**src/sv/tec_pkg.sv**
```systemverilog
// tec_pkg: widths, command codes and transaction types for the elapsed-time converter
// used by the interfaces and by every module of the converter; no dependencies
`default_nettype none

package tec_pkg;

   localparam int CountW     = 64;
   localparam int FreqW      = 63;
   localparam int CmdW       = 3;
   localparam int SecW       = 55;
   localparam int MsW        = 11;
   localparam int MsRemW     = 10;
   localparam int ScaleW     = 30;
   localparam int PartW      = 62;
   localparam int ProdW      = 93;
   localparam int RawW       = 32;
   localparam int QueueDepth = 4;
   localparam int QueuePtrW  = 2;
   localparam int QueueLvlW  = 3;

   // seconds split: the magnitude is divided by one thousand a 16-bit chunk at a time
   localparam int MsChunkW   = 16;
   localparam int MsChunks   = 4;
   localparam int MsNumW     = 26;
   localparam int MsRecipW   = 27;
   localparam int MsShift    = 36;
   localparam int MsProdW    = 53;

   localparam logic [ScaleW-1:0]   ScaleNs  = 30'd1000000000;
   localparam logic [ScaleW-1:0]   ScaleUs  = 30'd1000000;
   localparam logic [ScaleW-1:0]   ScaleMs  = 30'd1000;
   localparam logic [MsW-1:0]      MsPerSec = 11'd1000;
   // ceil(2^36 / 1000), exact for every partial dividend below 2^26
   localparam logic [MsRecipW-1:0] MsRecip  = 27'd68719477;

   typedef enum logic [CmdW-1:0] {
      CMD_CYCLES  = 3'd0,
      CMD_NANO    = 3'd1,
      CMD_MICRO   = 3'd2,
      CMD_MILLI32 = 3'd3,
      CMD_MILLI64 = 3'd4,
      CMD_SEC_MS  = 3'd5
   } cmd_type;

   // queue entry: classified command and wrapped tick difference
   typedef struct packed {
      cmd_type             cmd;
      logic [CountW-1:0]   diff;
   } entry_type;

   typedef struct packed {
      logic                 full;
      logic                 empty;
      logic [QueueLvlW-1:0] level;
   } queue_status_type;

   // side data carried alongside the multiply and divide stages
   typedef struct packed {
      cmd_type         cmd;
      logic            neg;
      logic [RawW-1:0] raw;
   } side_type;

   // side data carried alongside the seconds split
   typedef struct packed {
      cmd_type           cmd;
      logic              vneg;
      logic [CountW-1:0] ev;
   } post_type;

   // time-unit scale factor for a command
   function automatic logic [ScaleW-1:0] scale_of(input cmd_type cmd);
      logic [ScaleW-1:0] k;
      case (cmd)
         CMD_NANO:  k = ScaleNs;
         CMD_MICRO: k = ScaleUs;
         default:   k = ScaleMs;
      endcase
      return k;
   endfunction

endpackage

`default_nettype wire

```
**src/sv/tec_ifs.sv**
```systemverilog
// request and response channel interfaces of the elapsed-time converter
// depends on tec_pkg for field widths
`default_nettype none

interface tec_req_if;
   import tec_pkg::*;
   logic                valid;
   logic                ready;
   logic [CmdW-1:0]     command;
   logic [CountW-1:0]   start_count;
   logic [CountW-1:0]   stop_count;
   modport source (output valid, command, start_count, stop_count, input ready);
   modport sink   (input valid, command, start_count, stop_count, output ready);
endinterface


`default_nettype wire

```
**src/sv/tec_front.sv**
```systemverilog
// tec_front: accepts request transactions, forms the tick difference and queues it
// depends on tec_pkg and tec_req_if
`default_nettype none

module tec_front (
   tec_req_if.sink                   req,
   input  tec_pkg::queue_status_type q_stat,
   output logic                      push,
   output tec_pkg::entry_type        push_entry
);
   import tec_pkg::*;

   // accept whenever the queue has room
   assign req.ready = !q_stat.full;
   assign push      = req.valid && !q_stat.full;

   // classify and wrap the interval
   always_comb begin
      push_entry.cmd  = cmd_type'(req.command);
      push_entry.diff = req.stop_count - req.start_count;
   end

endmodule

`default_nettype wire

```
**src/flat_wrapper.sv**
```systemverilog
// flat-port wrapper written by rule: the top's interface ports become plain ports
module tec_front_flat import tec_pkg::*;
  (q_stat, push, push_entry, req_valid, req_command, req_start_count, req_stop_count, req_ready);
  tec_req_if req_i ();
  input  tec_pkg::queue_status_type q_stat;
  output logic push;
  output tec_pkg::entry_type push_entry;
  input wire logic [$bits(req_i.valid)-1:0] req_valid;
  input wire logic [$bits(req_i.command)-1:0] req_command;
  input wire logic [$bits(req_i.start_count)-1:0] req_start_count;
  input wire logic [$bits(req_i.stop_count)-1:0] req_stop_count;
  output wire logic [$bits(req_i.ready)-1:0] req_ready;
  assign req_i.valid = req_valid;
  assign req_i.command = req_command;
  assign req_i.start_count = req_start_count;
  assign req_i.stop_count = req_stop_count;
  assign req_ready = req_i.ready;
  tec_front u_core (.req(req_i), .q_stat(q_stat), .push(push), .push_entry(push_entry));
endmodule
```
**config.mk**
```make
export PLATFORM = sky130hd
export DESIGN_NAME = tec_front_flat
export DESIGN_NICKNAME = d
export VERILOG_FILES = /design/src/sv/tec_pkg.sv /design/src/sv/tec_ifs.sv /design/src/sv/tec_front.sv /design/src/flat_wrapper.sv
export SDC_FILE = /design/constraint.sdc
export NUM_CORES = 1
export LEC_CHECK = 0
export BUFFER_PORTS_ARGS = -buffer_cell sky130_fd_sc_hd__buf_4
export CAP_MARGIN = 20
export CORE_AREA = 2 2 86 109
export DETAILED_ROUTE_END_ITERATION = 8
export DIE_AREA = 0 0 88 111
export PLACE_DENSITY = 0.9
export SETUP_SLACK_MARGIN = 0.05
export SLEW_MARGIN = 20
export SYNTH_ARGS = -nofsm -noshare
export SYNTH_HDL_FRONTEND = slang
export SYNTH_SLANG_ARGS = --single-unit
```
**constraint.sdc**
```tcl
create_clock -name vclk -period 5.2
set_input_delay 1.04 -clock vclk [all_inputs]
set_output_delay 1.04 -clock vclk [all_outputs]
set_load 0.02 [all_outputs]
```
# --- Word level (Yosys, flattened, before mapping) ---
# Cells that the tools add are included.
# Widths: inputs -> output; s select.
word_totals:
  regBits: 0
  elab_cells: 3
op_classes:
  addsub: 1
  reduce_logical: 2
op_table:
  columns: ["op", "count"]
  rows:
  - ["$sub 64x64->64", 1]
  - ["$logic_and 1x1->1", 1]
  - ["$logic_not 1->1", 1]

# --- Logic depth before layout (Yosys ltp) ---
# Gate-level depths: netlist of the first run.
logic_depth:
  ltp_word: 2
  mapped_depth: 12

# --- Least setup slack after synthesis of the first run ---
# OpenSTA, ideal clock, no wires.
synth_timing:
  kind: "input to output"
  startpoint: "input req_stop_count[0]"
  endpoint: "output push_entry[60] (netlist name)"
  arrival_time_ps: 3624
  slack_ps: 536
  stages: 12
  path_buffers: 0
  cell_sequence: "inv_1 -> ha_1 -> fa_1 -> nand2b_1 -> a21oi_1 -> o211ai_1 -> a2111oi_4 -> a2111oi_1 -> nor2_2 -> a31oi_1 -> o41ai_2 -> xor2_1"
synth_lines:
  columns: ["element", "line_no", "source"]
  rows:
  - ["start: declaration", "flat_wrapper.sv:11", "input wire logic [$bits(req_i.stop_count)-1:0] req_stop_count;"]
  - ["end: declaration", "flat_wrapper.sv:7", "output tec_pkg::entry_type push_entry;"]

==> results of run 1 <==
## synthesized netlist by cell type, drive strengths merged (2+ instances only)
master and number:
and2 3, nor2b 11, a211o 2, o31ai 3, xor2 26, a21o 21
or2 3, nor3 9, nand2b 8, and3 8, o22ai 2, a2111oi 3
a21oi 81, o21ai 53, o21bai 9, a31oi 7, clkbuf 23, o21a 6
buf 15, inv 76, a41oi 3, o41ai 2, o211ai 5, a311oi 2
nand3 11, or3 3, and4 3, a211oi 7, xnor2 35, nor2 52
nand4 24, nand2 56, ha 63, o21ba 3
## area by class of cell
class | count | area, µm² | share of cell area
timing repair buffer | 199 | 1490 | 0.264
tap | 123 | 154 | 0.0272
inverter | 76 | 285 | 0.0505
multi-input combinational | 539 | 3720 | 0.658
## metal layers
metal	wire length, µm	part of all wire	global-route usage
met5	0	0	0
met3	880	0.067	0.0350
met2	6880	0.52	0.486
met1	5080	0.38	0.297
met4	395	0.030	0.0831
## path summary, 6_finish.rpt
check / slack [ns] / end / depth (start not counted) / start
max: 0.25 / push_entry[60] / 14 / req_stop_count[0]
min: 2.08 / push_entry[64] / 0 / req_command[0]
## where the power goes
group | switching (mW) | internal [mW]
clock network | 0 | 0
registers | 0 | 0
logic | 0.530 | 0.412
total | 0.530 | 0.412
## logic make-up (layout without fill, tap and decap cells)
logic type      Yosys count  after routing
compound gates          218            218
simple gates            196            196
buf+inv                 114            275
fa+ha+maj                64             64
xor+xnor                 61             61
==> out/results.txt, run 1 <==
Syn_area_per_cell: 6.40 µm²
Setup TNS: 0 ns
Final setup margin: 0.254 ns
Post-synthesis compound-gate area fraction: 0.339
Row cnt: 39
DR iter-0 viols: 222
Port buffer count: 196
RSZ-0062 raised after global routing: false
Post-synthesis simple-gate area fraction: 0.230
Clock buffer cells: 0
Final Max Tran Viols: 0
Status: finished clean
WL/cell: 14.1 µm
Cts repair resizes: 0
Hold-fix buffer count after cts: 0
Initial antenna violation count: 0
Max Fanout on Critical Path: 3
Area leader, netlist: ha_1
CORE AREA: 0.00883 mm²
Die ar.: 0.00977 mm²
FF/Latch Area: 0 µm²
Die Wd: 88 µm
Register area share after synthesis: 0
Max incr delay on CP: 0.47 ns
GPL Wtd Cong: 0.957
Post-Place Worst Slack: 0.179 ns
Max-cap violations: 0
GRT overflow: 0
Non-Filler Instances: 937
Synth Cell Area: 0.00418 mm²
LEAKAGE: 2.91 nW
Peak VDD IR: 0.112 mV
Multiplexer area fraction after synthesis: 0
DRC Markers: 0
Worst path slowest cell: a2111oi_4
PD cells: 167 mW/mm²
Largest net degree at the start of global routing: 11
GRT Overall Usage: 0.261
Post-layout util: 0.640
Distinct cells, synth: 67
Area contributors post-synth: ha_1 19%, a21oi_1 9.3%, xnor2_1 7.3%
Finish-stage setup viols: 0
CP required: 4.16 ns
Die H: 111 µm
Final worst path period need: 4.95 ns
Overall Power: 0.942 mW
HP Class: in -> out
Flip-flop and latch count: 0
Fmax: 0.202 GHz
WP data arrival: 3.91 ns
Area after DPL: 0.00565 mm²
Critical path endpoint category: output pin
# placed instances: 936
Final period utilization: 0.951
Mapped Cells: 653
Nets: 1017
Critical Path Most Common Cell: buf_4
I/O Pins: 206
Worst Setup Start Kind: input pin
Synthesis warning total: 0
DP HPWL: 11500 µm
Commonest non-fill, non-tap cells in the layout: 199 x buf_4, 78 x a21oi_1, 76 x inv_1, 63 x ha_1, 56 x nand2_1
Commonest non-fill, non-tap cell in the layout: buf_4
Cell family with most CP delay: compound AO/OA/AOI/OAI gates
Syn-to-layout area delta: 35.2%
Post-synth top area share: 0.189
DR pass1 iterations: 4
Via count: 5211
Largest family of logic cells by synthesized area: compound AO/OA/AOI/OAI gates
CP cell instances: buf_4, inv_1, ha_1, fa_1, nand2b_1, a21oi_1, o211ai_1, a2111oi_4, a2111oi_1, nor2_2, a31oi_1, o41ai_2, xor2_1, buf_4
WHS: 2.08 ns
Slew @ Worst Pin: 0.526 ns
DR vias/cell: 5.56
Vias in the first global route: 4973
Synth Area in XOR/XNOR: 0.128
Drt total wl: 13200 µm
Filler cell count: 796
Slew headroom: 0.645
First-pass GRT wire length: 21700 µm
Setup Fix Bufs, Post-CTS: 0
Cell area after layout: 0.00565 mm²
WS Path Type: in -> out
Share of cells above drive strength 1: 0.271
Initial Utilization: 0.473
Mapped Nets: 854
Adder-cell share of the synthesized area: 0.193
Final hold vios: 0
# diodes: 0
Worst Path Buf+Inv: 3
DRT antenna net count: 0
Note: power is estimated with default switching activity, not from simulation.
==> run 2: changes to the inputs <==
--- a/config.mk
+++ b/config.mk
@@ -10,7 +10,7 @@
 export CORE_AREA = 2 2 86 109
 export DETAILED_ROUTE_END_ITERATION = 8
 export DIE_AREA = 0 0 88 111
-export PLACE_DENSITY = 0.9
+export PLACE_DENSITY = 0.94
 export SETUP_SLACK_MARGIN = 0.05
 export SLEW_MARGIN = 20
 export SYNTH_ARGS = -nofsm -noshare
==> out/results.txt, run 2 (synthesis gave the netlist of run 1 again) <==
Fmax: 0.201 GHz (-0.34%)
DRT antenna net count: 0 (unchanged)
Nets: 1018 (+0.098%)
Die Wd: 88 µm (unchanged)
PD cells: 167 mW/mm² (+0.39%)
GRT Overall Usage: 0.262 (+0.000748)
Status: finished clean
Initial Utilization: 0.473 (unchanged)
Finish-stage setup viols: 0 (unchanged)
Drt total wl: 13400 µm (+1.4%)
WHS: 2.08 ns (+0.0000200 ns)
Commonest non-fill, non-tap cells in the layout: 200 x buf_4, 77 x a21oi_1, 76 x inv_1, 63 x ha_1, 56 x nand2_1
Slew headroom: 0.571 (-0.0741)
CORE AREA: 0.00883 mm² (unchanged)
Commonest non-fill, non-tap cell in the layout: buf_4
Final Max Tran Viols: 0 (unchanged)
DR vias/cell: 5.63 (+1.3%)
Via count: 5283 (+1.4%)
Hold-fix buffer count after cts: 0 (unchanged)
Slew @ Worst Pin: 0.635 ns (+0.110 ns)
Critical path endpoint category: output pin
Die H: 111 µm (unchanged)
DR iter-0 viols: 234 (+5.4%)
HP Class: in -> out
Flip-flop and latch count: 0 (unchanged)
Row cnt: 39 (unchanged)
Syn-to-layout area delta: 35.5%
Setup TNS: 0 ns (unchanged)
GRT overflow: 0 (unchanged)
Port buffer count: 196 (unchanged)
I/O Pins: 206 (unchanged)
Final hold vios: 0 (unchanged)
Vias in the first global route: 5052 (+1.6%)
DRC Markers: 0 (unchanged)
CP required: 4.16 ns (about the same)
Share of cells above drive strength 1: 0.274 (+0.00212)
Final period utilization: 0.954 (+0.00329)
# diodes: 0 (unchanged)
Worst Setup Start Kind: input pin
WS Path Type: in -> out
Final worst path period need: 4.96 ns (+0.0171 ns)
DP HPWL: 11500 µm (about the same)
Peak VDD IR: 0.108 mV (-4.0%)
Clock buffer cells: 0 (unchanged)
Max Fanout on Critical Path: 8 (+5)
WL/cell: 14.3 µm (+1.2%)
DR pass1 iterations: 6 (+2)
Max-cap violations: 0 (unchanged)
LEAKAGE: 2.92 nW (+0.17%)
First-pass GRT wire length: 21900 µm (+0.99%)
FF/Latch Area: 0 µm² (unchanged)
RSZ-0062 raised after global routing: false
Die ar.: 0.00977 mm² (unchanged)
Initial antenna violation count: 0 (unchanged)
GPL Wtd Cong: 0.961 (+0.36%)
Largest net degree at the start of global routing: 11 (unchanged)
WP data arrival: 3.92 ns (about the same)
-- run 2: area by class of cell --
class	instances	area (µm²)
multi-input cells	539	3720
fillers	756	3170
repair buffers	200	1500
inverters	76	285
well taps	123	154
-- run 2: metrics by stage --
stage / instance area (µm²) / instances / power, mW / setup slack (ns) / utilization
3_5_place_dp: 5650 / 936 / 0.932 / 0.162 / 0.639
5_1_grt: 5670 / 938 / 1.02 / 0.0552 / 0.641
2_1_floorplan: 4180 / 653 / 0.587 / 0.536 / -
6_report: 5670 / 938 / 0.948 / 0.237 / 0.641
4_1_cts: 5650 / 936 / 0.936 / 0.148 / 0.639
3_3_place_gp: 5650 / 936 / 0.922 / 0.239 / 0.639
-- run 2: path summary, 6_finish.rpt --
check | end | from | cells past startpoint
max | push_entry[43] | req_stop_count[12] | 11
min | push_entry[64] | req_command[0] | 0
-- run 2: critical path: stages --
cell     delay [ns]
buf_4          0.11
ha_1           0.45
a21oi_1        0.10
o21ai_0        0.27
o21ai_0        0.14
a21oi_1        0.26
a41oi_1        0.28
o41ai_1        0.67
a41oi_1        0.24
xnor2_1        0.19
buf_4          0.16
-- run 2: report_power, final --
group	internal, mW	switching [mW]
logic	0.414	0.534
registers	0	0
clock network	0	0
total	0.414	0.534
-- run 2: repair_timing --
action	in CTS	in global routing
resized for setup	0	1
endpoints found under the setup margin	0	4
setup buffers	0	2
-- run 2: layer usage --
metal	track usage	routed length, µm	vias up
li1	-	-	2636
met1	0.297	5210	2385
met2	0.500	6840	228
met3	0.0335	955	34
met4	0.0615	399	0
met5	0	0	-
