`config.mk`:
```
export PLATFORM = sky130hd
export DESIGN_NAME = tec_queue
export DESIGN_NICKNAME = d
export VERILOG_FILES = /design/src/sv/tec_pkg.sv /design/src/sv/tec_queue.sv
export SDC_FILE = /design/constraint.sdc
export NUM_CORES = 1
export LEC_CHECK = 0
export ABC_AREA = 1
export BUFFER_PORTS_ARGS = -buffer_cell sky130_fd_sc_hd__buf_2
export CORE_UTILIZATION = 50
export DETAILED_ROUTE_END_ITERATION = 7
export PLACE_DENSITY_LB_ADDON = 0.15
export SETUP_SLACK_MARGIN = 0.1
export SLEW_MARGIN = 10
export SYNTH_ARGS = -nofsm -noshare
export SYNTH_HDL_FRONTEND = slang
export SYNTH_SLANG_ARGS = --single-unit
```
`constraint.sdc`:
```
create_clock -name clock -period 3 [get_ports clock]
set_input_delay 0.15 -clock clock [delete_from_list [all_inputs] [get_ports clock]]
set_output_delay 0.15 -clock clock [all_outputs]
set_load 0.05 [all_outputs]
```
`src/sv/tec_pkg.sv`:
```
// tec_pkg: widths, command codes and transaction types for the elapsed-time converter
// used by the interfaces and by every module of the converter; no dependencies
`default_nettype none

package tec_pkg;

   localparam int CountW     = 64;
   localparam int FreqW      = 63;
   localparam int CmdW       = 3;
   localparam int SecW       = 55;
   localparam int MsW        = 11;
   localparam int MsRemW     = 10;
   localparam int ScaleW     = 30;
   localparam int PartW      = 62;
   localparam int ProdW      = 93;
   localparam int RawW       = 32;
   localparam int QueueDepth = 4;
   localparam int QueuePtrW  = 2;
   localparam int QueueLvlW  = 3;

   // seconds split: the magnitude is divided by one thousand a 16-bit chunk at a time
   localparam int MsChunkW   = 16;
   localparam int MsChunks   = 4;
   localparam int MsNumW     = 26;
   localparam int MsRecipW   = 27;
   localparam int MsShift    = 36;
   localparam int MsProdW    = 53;

   localparam logic [ScaleW-1:0]   ScaleNs  = 30'd1000000000;
   localparam logic [ScaleW-1:0]   ScaleUs  = 30'd1000000;
   localparam logic [ScaleW-1:0]   ScaleMs  = 30'd1000;
   localparam logic [MsW-1:0]      MsPerSec = 11'd1000;
   // ceil(2^36 / 1000), exact for every partial dividend below 2^26
   localparam logic [MsRecipW-1:0] MsRecip  = 27'd68719477;

   typedef enum logic [CmdW-1:0] {
      CMD_CYCLES  = 3'd0,
      CMD_NANO    = 3'd1,
      CMD_MICRO   = 3'd2,
      CMD_MILLI32 = 3'd3,
      CMD_MILLI64 = 3'd4,
      CMD_SEC_MS  = 3'd5
   } cmd_type;

   // queue entry: classified command and wrapped tick difference
   typedef struct packed {
      cmd_type             cmd;
      logic [CountW-1:0]   diff;
   } entry_type;

   typedef struct packed {
      logic                 full;
      logic                 empty;
      logic [QueueLvlW-1:0] level;
   } queue_status_type;

   // side data carried alongside the multiply and divide stages
   typedef struct packed {
      cmd_type         cmd;
      logic            neg;
      logic [RawW-1:0] raw;
   } side_type;

   // side data carried alongside the seconds split
   typedef struct packed {
      cmd_type           cmd;
      logic              vneg;
      logic [CountW-1:0] ev;
   } post_type;

   // time-unit scale factor for a command
   function automatic logic [ScaleW-1:0] scale_of(input cmd_type cmd);
      logic [ScaleW-1:0] k;
      case (cmd)
         CMD_NANO:  k = ScaleNs;
         CMD_MICRO: k = ScaleUs;
         default:   k = ScaleMs;
      endcase
      return k;
   endfunction

endpackage

`default_nettype wire

```
`src/sv/tec_queue.sv`:
```
// tec_queue: short queue between the front and the back of the converter
// depends on tec_pkg
`default_nettype none

module tec_queue (
   input  logic                      clock,
   input  logic                      reset,
   input  logic                      push,
   input  tec_pkg::entry_type        push_entry,
   input  logic                      pop,
   output tec_pkg::entry_type        head,
   output tec_pkg::queue_status_type q_stat
);
   import tec_pkg::*;

   entry_type              slot_ff [0:QueueDepth-1];
   logic [QueuePtrW-1:0]   wr_ptr_ff, wr_ptr_in;
   logic [QueuePtrW-1:0]   rd_ptr_ff, rd_ptr_in;
   logic [QueueLvlW-1:0]   level_ff, level_in;

   // pointer and level update
   always_comb begin
      wr_ptr_in = push ? wr_ptr_ff + 1'b1 : wr_ptr_ff;
      rd_ptr_in = pop ? rd_ptr_ff + 1'b1 : rd_ptr_ff;
      level_in  = level_ff;
      if (push && !pop) begin
         level_in = level_ff + 1'b1;
      end else if (pop && !push) begin
         level_in = level_ff - 1'b1;
      end
   end

   always_ff @(posedge clock) begin
      if (reset) begin
         wr_ptr_ff <= '0;
         rd_ptr_ff <= '0;
         level_ff  <= '0;
      end else begin
         wr_ptr_ff <= wr_ptr_in;
         rd_ptr_ff <= rd_ptr_in;
         level_ff  <= level_in;
      end
   end

   // entry storage
   always_ff @(posedge clock) begin
      if (push) begin
         slot_ff[wr_ptr_ff] <= push_entry;
      end
   end

   assign head         = slot_ff[rd_ptr_ff];
   assign q_stat.level = level_ff;
   assign q_stat.full  = (level_ff == QueueLvlW'(QueueDepth));
   assign q_stat.empty = (level_ff == '0);

endmodule

`default_nettype wire

```
After elaboration in Yosys (flattened, before gate mapping)
Memory sizes are Yosys's and may differ from the RTL's. A register that Yosys moved wholly into a read port is not among the register bits.
Index checks and enable logic that the tools add are counted.
{ "op_classes": {"reduce_logical": 6, "mux": 6, "n_eq_ne": 1, "addsub": 4} }
{ "ops": {"columns": ["operator", "count"], "rows": [
  ["two-way mux 3 bit", 2],
  ["adder 2 x 1 -> 2 bit (second input constant)", 2],
  ["two-way mux 2 bit", 2],
  ["adder 3 x 1 -> 3 bit (second input constant)", 1],
  ["equality test 3 bit (second input constant)", 1],
  ["zero test 3 bit", 1],
  ["subtractor 3 x 1 -> 3 bit (second input constant)", 1],
  ["logical AND 1 bit", 2],
  ["zero test 1 bit", 2],
  ["two-way mux 1 bit", 2],
  ["nonzero test 2 bit", 1]
]} }
{ "totals": {"output_inout_bits": 72, "regBits": 7, "n_memories": 1, "word_cells": 21, "mem_bits_rw": 268} }
{ "memory_table": {"columns": ["memory", "words", "word_bits", "read_ports", "rd_ports_with_merged_regs", "wr", "line", "source"], "rows": [
  ["slot_ff", 4, 67, 1, 1, 1, "tec_queue.sv:16", "entry_type slot_ff [0:QueueDepth-1];"]
]} }

Longest topological paths before layout
Gate-level depths: netlist of run 1.
{ "logic_depth": {"depth_word": 4, "ltp_mapped": 10, "mapped_depth_nobuf": 10} }

Worst setup path after synthesis of run 1
OpenSTA, ideal clock, no wires.
{ "synth_path": {"path_kind": "register -> register", "from": "reg wr_ptr_ff[0]", "to": "mem slot_ff[2][0] (netlist name), enable pin", "setup_time_ps": 421, "arrival_ps": 1890, "required_time_ps": 2579, "n_path_buf": 0, "path_slack_ps": 689, "path_stages_with_launch": 5, "synth_period_minus_slack_ps": 2311, "cell_sequence": "dfxtp_1 inv_1 ha_1 nand2_1 inv_1"} }
{ "synth_lines": {"columns": ["element", "line", "source"], "rows": [
  ["from (decl)", "tec_queue.sv:17", "logic [QueuePtrW-1:0] wr_ptr_ff, wr_ptr_in;"],
  ["from (signal assigned)", "tec_queue.sv:39", "wr_ptr_ff <= wr_ptr_in;"],
  ["to (decl)", "tec_queue.sv:16", null]
]} }
Straight into the memory's write port.

==> results of run 1 <==
==> report_power, final <==
part           switching, mW  total [mW]  leakage [nW]  internal (mW)
registers             0.0625        4.48          2.54           4.42
logic                  0.929        1.25          1.64          0.320
clock network           1.36        3.62         0.470           2.26
==> worst min-delay path: stages <==
cell	delay, ns
dlygate4sd3_1	0.52
buf_2	0.10
nor2_1	0.04
==> cell usage after synthesis <==
cell type and number:
o21ai_1 3, o21ai_0 136, inv_1 15, buf_6 10
nand3_1 1, clkbuf_4 3, nand4_1 1, buf_8 1
buf_2 14, o22ai_1 67, nor2_1 140, edfxtp_1 268
clkbuf_1 8, fa_1 1, nand2_1 9, inv_6 1
a21oi_1 3, nor3_1 2, clkbuf_2 7, dfxtp_1 9
inv_2 1, xor2_1 1, ha_1 5
==> layer usage <==
metal	share of wire	vias to the layer above	GRT usage
met5	0	-	0
met4	0.019	0	0.05990
met3	0.057	33	0.03563
met2	0.49	184	0.3490
met1	0.43	3167	0.2666
li1	-	3077	-
==> registers in the layout, summed over array words and instances, names as in the netlist, named ones only <==
register and flops:
level_ff 3, rd_ptr_ff 2, slot_ff 268, wr_ptr_ff 2
==> final cells by class <==
class,instances,area [sq um],area share
flip-flops and latches,277,8233,0.6336
multi-input cells,369,1802,0.1387
repair buffers,224,1577,0.1213
clock buffers,32,737.0,0.05672
well taps,270,337.8,0.02600
clock inverters,18,236.5,0.01820
inverters,17,68.82,0.005296
diodes,1,2.502,0.0001926
==> metrics by stage <==
step | worst slack [ns] | hold slack [ns] | utilization | power [mW]
after floorplan | 0.6891 | 0.2224 | - | 5.407
after global placement | 0.8764 | 0.3243 | 0.5575 | 5.713
after detailed placement | 0.8711 | 0.3277 | 0.5575 | 5.746
after CTS | 0.2991 | 0.2946 | 0.6400 | 9.427
after global routing | 0.1886 | 0.3346 | 0.6401 | 9.636
final | 0.3444 | 0.3284 | 0.6401 | 9.352
==> path summary, 6_finish.rpt <==
kind	endpoint	start	cells after the start
setup / recovery	head[0]	register	4
hold / removal	level_ff[0]$_SDFFE_PP0P_	reset	3
setup reg to reg	slot_ff[1][28]$_DFFE_PP_	wr_ptr_ff[1]$_SDFFE_PP0P_	5
hold reg to reg	register	rd_ptr_ff[1]$_SDFFE_PP0P_	1
==> cells by family (layout without fill, tap and decap cells) <==
logic type / Yosys count / count (layout) / share of synthesized area
buffers and inverters: 60 / 291 / 0.03410
AND/OR/NAND/NOR: 153 / 153 / 0.05591
flip-flops: 277 / 277 / 0.7924
adder cells (fa/ha/maj): 6 / 6 / 0.007953
AO/OA/AOI/OAI: 209 / 209 / 0.1088
other: 0 / 1 / 0
XOR/XNOR: 1 / 1 / 0.0008436
==> metrics.txt, run 1 <==
Buf/Inv on CP=2; status=completed; most common cell after layout, fill and taps aside=edfxtp_1; Fillers=1489; period utilization=0.8852; CORE AREA=20300 sq um; clock tree buffer depth=3; Lkg Pwr=4.646 nW; Post-DP HPWL=11900 um; total track usage=0.2032; syn_nets=around 780; Die X=roughly 150 um; hold_buf cts=70; ANT nets after route=0; PwrDens=719.7 nW/um^2; largest net degree at the start of global routing=~110; crit start category=register; post-cts resize count=0; drt first pass iters=4; crit path max-delay cell type=dfxtp_2; initial antenna violation count=1; clock skew=~0.0067 ns; Area contributors post-synth=edfxtp_1 78%, o21ai_0 6.6%, nor2_1 5.1%, o22ai_1 4.0%, dfxtp_1 1.7%; Initial DRC Count=about 420; Finished Cell Area=~13000 sq um; Vias/cell=approximately 5.3; number of port buffers=between 100 and 150; Final Max Tran Viols=0; CTS tree=yes; synth warn=0; wire per inst=around 18 um; Crit path max-delay family=flip-flops; Die ar.=approximately 21000 sq um; top cell type's share of synthesized area=0.7750; FMAX=around 380 MHz; max cap viols=0; Setup Fix Bufs, Post-CTS=0; Setup violations, final=0; worst-margin pin slew=roughly 0.78 ns; worst path required time=about 2.9 ns; post-synthesis register bit count=about 280; crit-path cells=buf_4 -> o21ai_0 -> o22ai_1 -> buf_2; number of global-route vias before repair=6660; GR Overflow Total=0; Ports=between 100 and 150; Clock transition at path regs=about 0.060 ns; Sink Count=approximately 280; Seq/Total Area, Yosys=0.7924; Area Growth Syn to Fin=25.14%; maximum vdd drop=~0.00047 V; # placed instances=between 1000 and 1500; first-pass GRT wire length=about 34000 um; R2R setup slack=1.15 ns; mapped cell area=~10000 sq um; # DRC=0; nets=between 900 and 1000; path type of the worst min-delay path=in -> reg; cell taking the most area after synthesis=edfxtp_1; Initial Utilization=0.5115; mean area per synthesized cell=between 10 and 15 sq um; cell row count=52; share of layout cells above drive strength 1=0.2145; DP Area=approximately 11000 sq um; most frequent cells in the layout=268 x edfxtp_1, 142 x buf_2, 140 x nor2_1; WS Path Type=reg -> out; Mapped Cells=between 700 and 800; setup TNS=0 ns; worst rel slew slack=0.4791; Setup crit end kind=output pin; CP max FO=38; Final min period=~2.7 ns; CTS root buffer=clkbuf_16; clk_lat worst skew=0.53 ns; H-tree Lvls=1; RSZ-0062 raised after global routing=no; synth unique cells=23; die height=146.1 um; Vias=roughly 6500; final-report hold violation count=0; CTS buffer count=28; Arr. time, crit path=2.51 ns; drt total wl=around 22000 um; filler-free cell count of the finished design=~1200; crit-path max cell delay=~0.83 ns; GPL Wtd Cong=0.7407
Power figures use the tool's default switching activity.
==> run 2: changes to the inputs <==
--- a/config.mk
+++ b/config.mk
@@ -7,9 +7,9 @@
 export LEC_CHECK = 0
 export ABC_AREA = 1
 export BUFFER_PORTS_ARGS = -buffer_cell sky130_fd_sc_hd__buf_2
-export CORE_UTILIZATION = 50
+export CORE_UTILIZATION = 55
 export DETAILED_ROUTE_END_ITERATION = 7
-export PLACE_DENSITY_LB_ADDON = 0.15
+export PLACE_DENSITY = 0.74
 export SETUP_SLACK_MARGIN = 0.1
 export SLEW_MARGIN = 10
 export SYNTH_ARGS = -nofsm -noshare
==> metrics.txt, run 2 (synthesis gave the netlist of run 1 again) <==
worst path required time=2.85 ns (about the same); most common cell after layout, fill and taps aside=edfxtp_1 (unchanged); Buf/Inv on CP=3 (was 2); cell row count=49 (was 52); number of global-route vias before repair=6722 (was 6660); Lkg Pwr=4.575 nW (was 4.646 nW); crit path max-delay cell type=dfxtp_2 (unchanged); worst-margin pin slew=1.016 ns (was 0.7813 ns); ANT nets after route=0 (unchanged); first-pass GRT wire length=34870 um (was 33910 um); PwrDens=711.4 nW/um^2 (was 719.7 nW/um^2); CTS root buffer=clkbuf_16 (unchanged); Sw Ratio=0.2582 (was 0.2514); status=completed (unchanged); Initial DRC Count=452 (was 421); HP Start=reset (unchanged); Finished Cell Area=12800 sq um (was 12990 sq um); Setup crit end kind=output pin (unchanged); Arr. time, crit path=2.59 ns (was 2.51 ns); Die ar.=19430 sq um (was 21350 sq um); # DRC=0 (unchanged); DP Area=11200 sq um (was 11320 sq um); number of port buffers=142 (unchanged); most frequent cells in the layout=268 x edfxtp_1, 142 x buf_2, 140 x nor2_1 (unchanged); Crit path max-delay family=buffers and inverters (was flip-flops); setup TNS=0 ns (unchanged); drt first pass iters=5 (was 4); Area Growth Syn to Fin=23.23% (was 25.14%); Final min period=2.740 ns (was 2.656 ns); die height=139.4 um (was 146.1 um); maximum vdd drop=0.0004950 V (was 0.0004687 V); GR Overflow Total=0 (unchanged); FMAX=364.9 MHz (was 376.6 MHz); share of layout cells above drive strength 1=0.2114 (was 0.2145); Ports=143 (unchanged); total track usage=0.2334 (was 0.2032); post-cts resize count=0 (unchanged); crit start category=register (unchanged); R2R Path Start=wr_ptr_ff[0]$_SDFFE_PP0P_ (was wr_ptr_ff[1]$_SDFFE_PP0P_); H-tree Lvls=1 (unchanged); WS Path Type=reg -> out (unchanged); RSZ-0062 raised after global routing=no (unchanged); CORE AREA=18210 sq um (was 20300 sq um); CTS buffer count=27 (was 28); drt total wl=22520 um (was 21660 um); period utilization=0.9135 (was 0.8852); Die X=139.4 um (was 146.1 um); crit-path cells=inv_2 -> buf_12 -> o21ai_0 -> o22ai_1 -> buf_2 (was buf_4 -> o21ai_0 -> o22ai_1 -> buf_2); sequential power share=0.493 (was 0.479); Setup Fix Bufs, Post-CTS=0 (unchanged); max FFs per register=268 (unchanged); Critical R2R Capture=slot_ff[2][41]$_DFFE_PP_ (was slot_ff[1][28]$_DFFE_PP_); worst rel slew slack=0.3227 (was 0.4791); Vias/cell=5.719 (was 5.349); P_int=6.753 mW (was 7.001 mW); max cap viols=0 (unchanged); Final Max Tran Viols=0 (unchanged); Hold Path End=level_ff[0]$_SDFFE_PP0P_ (unchanged); clock group share of total power=0.369 (was 0.387); Comb pwr share=0.138 (was 0.134); Reg2Reg Depth=5 (unchanged); wire per inst=19.38 um (was 17.93 um); final-report hold violation count=0 (unchanged); Biggest register=slot_ff (unchanged); switching power total=2.350 mW (was 2.351 mW); GPL Wtd Cong=0.7917 (was 0.7407); crit-path max cell delay=0.54 ns (was 0.83 ns); largest net degree at the start of global routing=122 (was 107); initial antenna violation count=1 (unchanged); CP max FO=44 (was 38); clock tree buffer depth=3 (unchanged); Post-DP HPWL=12130 um (was 11900 um); nets=989 (was 994); hold_buf cts=70 (unchanged); Initial Utilization=0.5703 (was 0.5115); Clock transition at path regs=0.06 ns (about the same); path type of the worst min-delay path=in -> reg (unchanged); clock skew=0.006572 ns (was 0.006693 ns); CTS tree=yes (unchanged); clk_lat worst skew=0.52 ns (was 0.53 ns); Largest regs=slot_ff: 268 flops, level_ff: 3 flops (unchanged); R2R setup slack=0.99 ns (was 1.15 ns); Vias=6645 (was 6461); Hold Path Stages=3 (unchanged); Setup violations, final=0 (unchanged); Sink Count=277 (unchanged)
run 2: power by group through the flow:
stage / registers, mW / clock network [mW] / logic (mW)
after floorplan: 4.56 / 0 / 0.843
after global placement: 4.56 / 0 / 1.15
after detailed placement: 4.56 / 0 / 1.18
after CTS: 4.48 / 3.40 / 1.26
after global routing: 4.50 / 3.54 / 1.33
final: 4.48 / 3.36 / 1.26
run 2: layout make-up:
class | count | area [sq um]
fillers | 1179 | 5413
repair buffers | 220 | 1509
clock buffers | 41 | 768.2
flip-flops and latches | 277 | 8233
well taps | 229 | 286.5
multi-input cells | 369 | 1802
diodes | 1 | 2.502
inverters | 17 | 73.82
clock inverters | 8 | 121.4
run 2: layer usage:
layer | vias to the layer above | GRT usage | share of wire
met5 | - | 0 | 0
met4 | 0 | 0.07778 | 0.017
met3 | 34 | 0.05437 | 0.079
met2 | 299 | 0.3901 | 0.49
met1 | 3249 | 0.3033 | 0.41
li1 | 3063 | - | -
run 2: per-stage QoR:
stage	hold WS (ns)	instances	total power, mW	utilization	setup WS, ns
floorplan	0.2224	706	5.407	-	0.6891
global placement	0.3248	1042	5.707	0.6153	0.8994
detailed placement	0.3316	1042	5.743	0.6153	0.8215
CTS	0.3257	1161	9.141	0.7026	0.2651
global route	0.3493	1162	9.368	0.7027	0.1029
finish	0.3383	1162	9.102	0.7027	0.2596
run 2: how the worst max path moves through the flow:
stage / to / slack [ns] / depth (start not counted)
CTS: head[1] / 0.27 / 4
global route: head[59] / 0.10 / 5
floorplan: slot_ff[2][0]$_DFFE_PP_ / 0.69 / 4
global placement: head[17] / 0.90 / 4
finish: head[60] / 0.26 / 5
detailed placement: head[60] / 0.82 / 5
run 2: worst reg2reg max path: stages (launching register included):
cell and delay (ns):
dfxtp_1 0.33, inv_1 0.12, ha_1 0.16, nand2_1 0.06, clkinv_2 0.25, buf_4 0.67
==> run 3: changes to the inputs <==
--- a/config.mk
+++ b/config.mk
@@ -9,7 +9,7 @@
 export BUFFER_PORTS_ARGS = -buffer_cell sky130_fd_sc_hd__buf_2
 export CORE_UTILIZATION = 55
 export DETAILED_ROUTE_END_ITERATION = 7
-export PLACE_DENSITY = 0.74
+export PLACE_DENSITY = 0.83
 export SETUP_SLACK_MARGIN = 0.1
 export SLEW_MARGIN = 10
 export SYNTH_ARGS = -nofsm -noshare
==> metrics.txt, run 3 (synthesis gave the netlist of run 1 again) <==
PwrDens=688.9 nW/um^2 (was 711.4 nW/um^2); Sink Count=277 (unchanged); Ports=143 (unchanged); filler-free cell count of the finished design=1167 (was 1162); Clock transition at path regs=0.06 ns (about the same); CTS tree=yes (unchanged); setup TNS=0 ns (unchanged); nets=995 (was 989); Die ar.=19430 sq um (unchanged); Setup violations, final=0 (unchanged); Biggest register=slot_ff (unchanged); Crit path max-delay family=buffers and inverters (unchanged); Lkg Pwr=4.576 nW (was 4.575 nW); cell row count=49 (unchanged); max FFs per register=268 (unchanged); Buf/Inv on CP=2 (was 3); final-report hold violation count=0 (unchanged); Area Growth Syn to Fin=23.01% (was 23.23%); crit-path max cell delay=0.62 ns (was 0.54 ns); WS Path Type=reg -> out (unchanged); CTS root buffer=clkbuf_16 (unchanged); wire per inst=19.18 um (was 19.38 um); Vias=6620 (was 6645); crit start category=register (unchanged); crit-path cells=buf_4 -> o21ai_0 -> o22ai_1 -> buf_2 (was inv_2 -> buf_12 -> o21ai_0 -> o22ai_1 -> buf_2); status=completed (unchanged); Initial DRC Count=648 (was 452); path type of the worst min-delay path=in -> reg (unchanged); FMAX=383.7 MHz (was 364.9 MHz); Design Power=8.800 mW (was 9.102 mW); number of global-route vias before repair=6544 (was 6722); GR Overflow Total=0 (unchanged); share of layout cells above drive strength 1=0.2134 (was 0.2114); RSZ-0062 raised after global routing=no (unchanged); worst rel slew slack=0.5413 (was 0.3227); total track usage=0.2298 (was 0.2334); drt total wl=22380 um (was 22520 um); Final Max Tran Viols=0 (unchanged); most frequent cells in the layout=268 x edfxtp_1, 142 x buf_2, 140 x nor2_1 (unchanged); area of the multi-input gates=1802 sq um (unchanged); first-pass GRT wire length=34380 um (was 34870 um); Initial Utilization=0.5703 (unchanged); initial antenna violation count=1 (unchanged); # placed instances=1047 (was 1042); clk_lat worst skew=0.52 ns (about the same); Vias/cell=5.673 (was 5.719); max cap viols=0 (unchanged); period utilization=0.8687 (was 0.9135); die height=139.4 um (unchanged); Final min period=2.606 ns (was 2.740 ns); clock tree buffer depth=3 (unchanged); maximum vdd drop=0.0005055 V (was 0.0004950 V); Fillers=1169 (was 1179); crit path max-delay cell type=dfxtp_4 (was dfxtp_2); ANT nets after route=0 (unchanged); Largest regs=slot_ff: 268 flops, level_ff: 3 flops (unchanged); worst path required time=2.85 ns (about the same); FF/Latch Area=8233 sq um (unchanged); CTS buffer count=27 (unchanged); Post-DP HPWL=12050 um (was 12130 um); Setup crit end kind=output pin (unchanged); Die X=139.4 um (unchanged); number of port buffers=142 (unchanged); DP Area=11240 sq um (was 11200 sq um); CORE AREA=18210 sq um (unchanged); H-tree Lvls=1 (unchanged); # DRC=0 (unchanged); clock skew=0.005238 ns (was 0.006572 ns); largest net degree at the start of global routing=90 (was 122); Finished Cell Area=12770 sq um (was 12800 sq um); CP max FO=43 (was 44); Arr. time, crit path=2.46 ns (was 2.59 ns); worst-margin pin slew=0.6881 ns (was 1.016 ns); most common cell after layout, fill and taps aside=edfxtp_1 (unchanged); drt first pass iters=5 (unchanged); GPL Wtd Cong=0.7365 (was 0.7917)
## run 3: cell count changes in the layout (fill, tap and decap cells not counted)
cell | before | now
clkinv_1 | 0 | 6
buf_4 | 5 | 10
clkbuf_1 | 10 | 6
bufinv_16 | 3 | 0
buf_12 | 3 | 4
clkbuf_8 | 4 | 3
clkinv_2 | 7 | 8
clkinv_4 | 1 | 0
clkinv_8 | 0 | 1
clkinvlp_4 | 1 | 0
inv_8 | 0 | 1
## run 3: metrics by stage
| step | utilization | hold slack (ns) | worst slack [ns] |
|---|---|---|---|
| finish | 0.7015 | 0.3460 | 0.3940 |
| global route | 0.7015 | 0.3432 | 0.2673 |
| CTS | 0.7001 | 0.3165 | 0.2073 |
| detailed placement | 0.6173 | 0.3306 | 0.7615 |
| global placement | 0.6173 | 0.3268 | 0.8028 |
| floorplan | - | 0.2224 | 0.6891 |
## run 3: path summary, 6_finish.rpt
| kind | slack (ns) | depth (start not counted) | end | from |
|---|---|---|---|---|
| worst max-delay path | 0.39 | 4 | head[34] | register |
| worst min-delay path | 0.35 | 3 | level_ff[0]$_SDFFE_PP0P_ | reset |
| worst max register to register | 1.18 | 5 | slot_ff[1][33]$_DFFE_PP_ | wr_ptr_ff[1]$_SDFFE_PP0P_ |
| worst min register to register | 0.44 | 1 | register | rd_ptr_ff[1]$_SDFFE_PP0P_ |
## run 3: per-layer routing
layer	global-route usage	wire length, um	vias up
met5	0	0	-
met4	0.06959	458	0
met3	0.03957	1469	35
met2	0.3891	11290	262
met1	0.3068	9166	3248
li1	-	-	3075
## run 3: what timing repair did
| action | 4_1_cts | 5_1_grt |
|---|---|---|
| hold endpoints to repair | 274 | 0 |
| gates resized for setup | 0 | 1 |
| hold buffers | 70 | 0 |
| endpoints found under the setup margin | 0 | 14 |
| setup buffers | 0 | 1 |
## run 3: cell type report
class,instances,share of cell area
clock inverters,12,0.005289
repair buffers,226,0.1226
well taps,229,0.02243
diodes,1,0.0001959
flip-flops and latches,277,0.6445
multi-input cells,369,0.1411
inverters,17,0.005975
clock buffers,36,0.05789
## run 3: power by group
group / internal (mW) / switching [mW] / leakage [nW] / total (mW)
registers: 4.42 / 0.0560 / 2.54 / 4.48
clock network: 1.73 / 1.33 / 0.398 / 3.05
logic: 0.319 / 0.952 / 1.64 / 1.27
total: 6.47 / 2.33 / 4.58 / 8.80
## run 3: tightest hold or removal path: cells and delay by family
kind | cells | cell delay [ns]
and+or+nand+nor | 1 | 0.04
buffers and inverters | 2 | 0.64
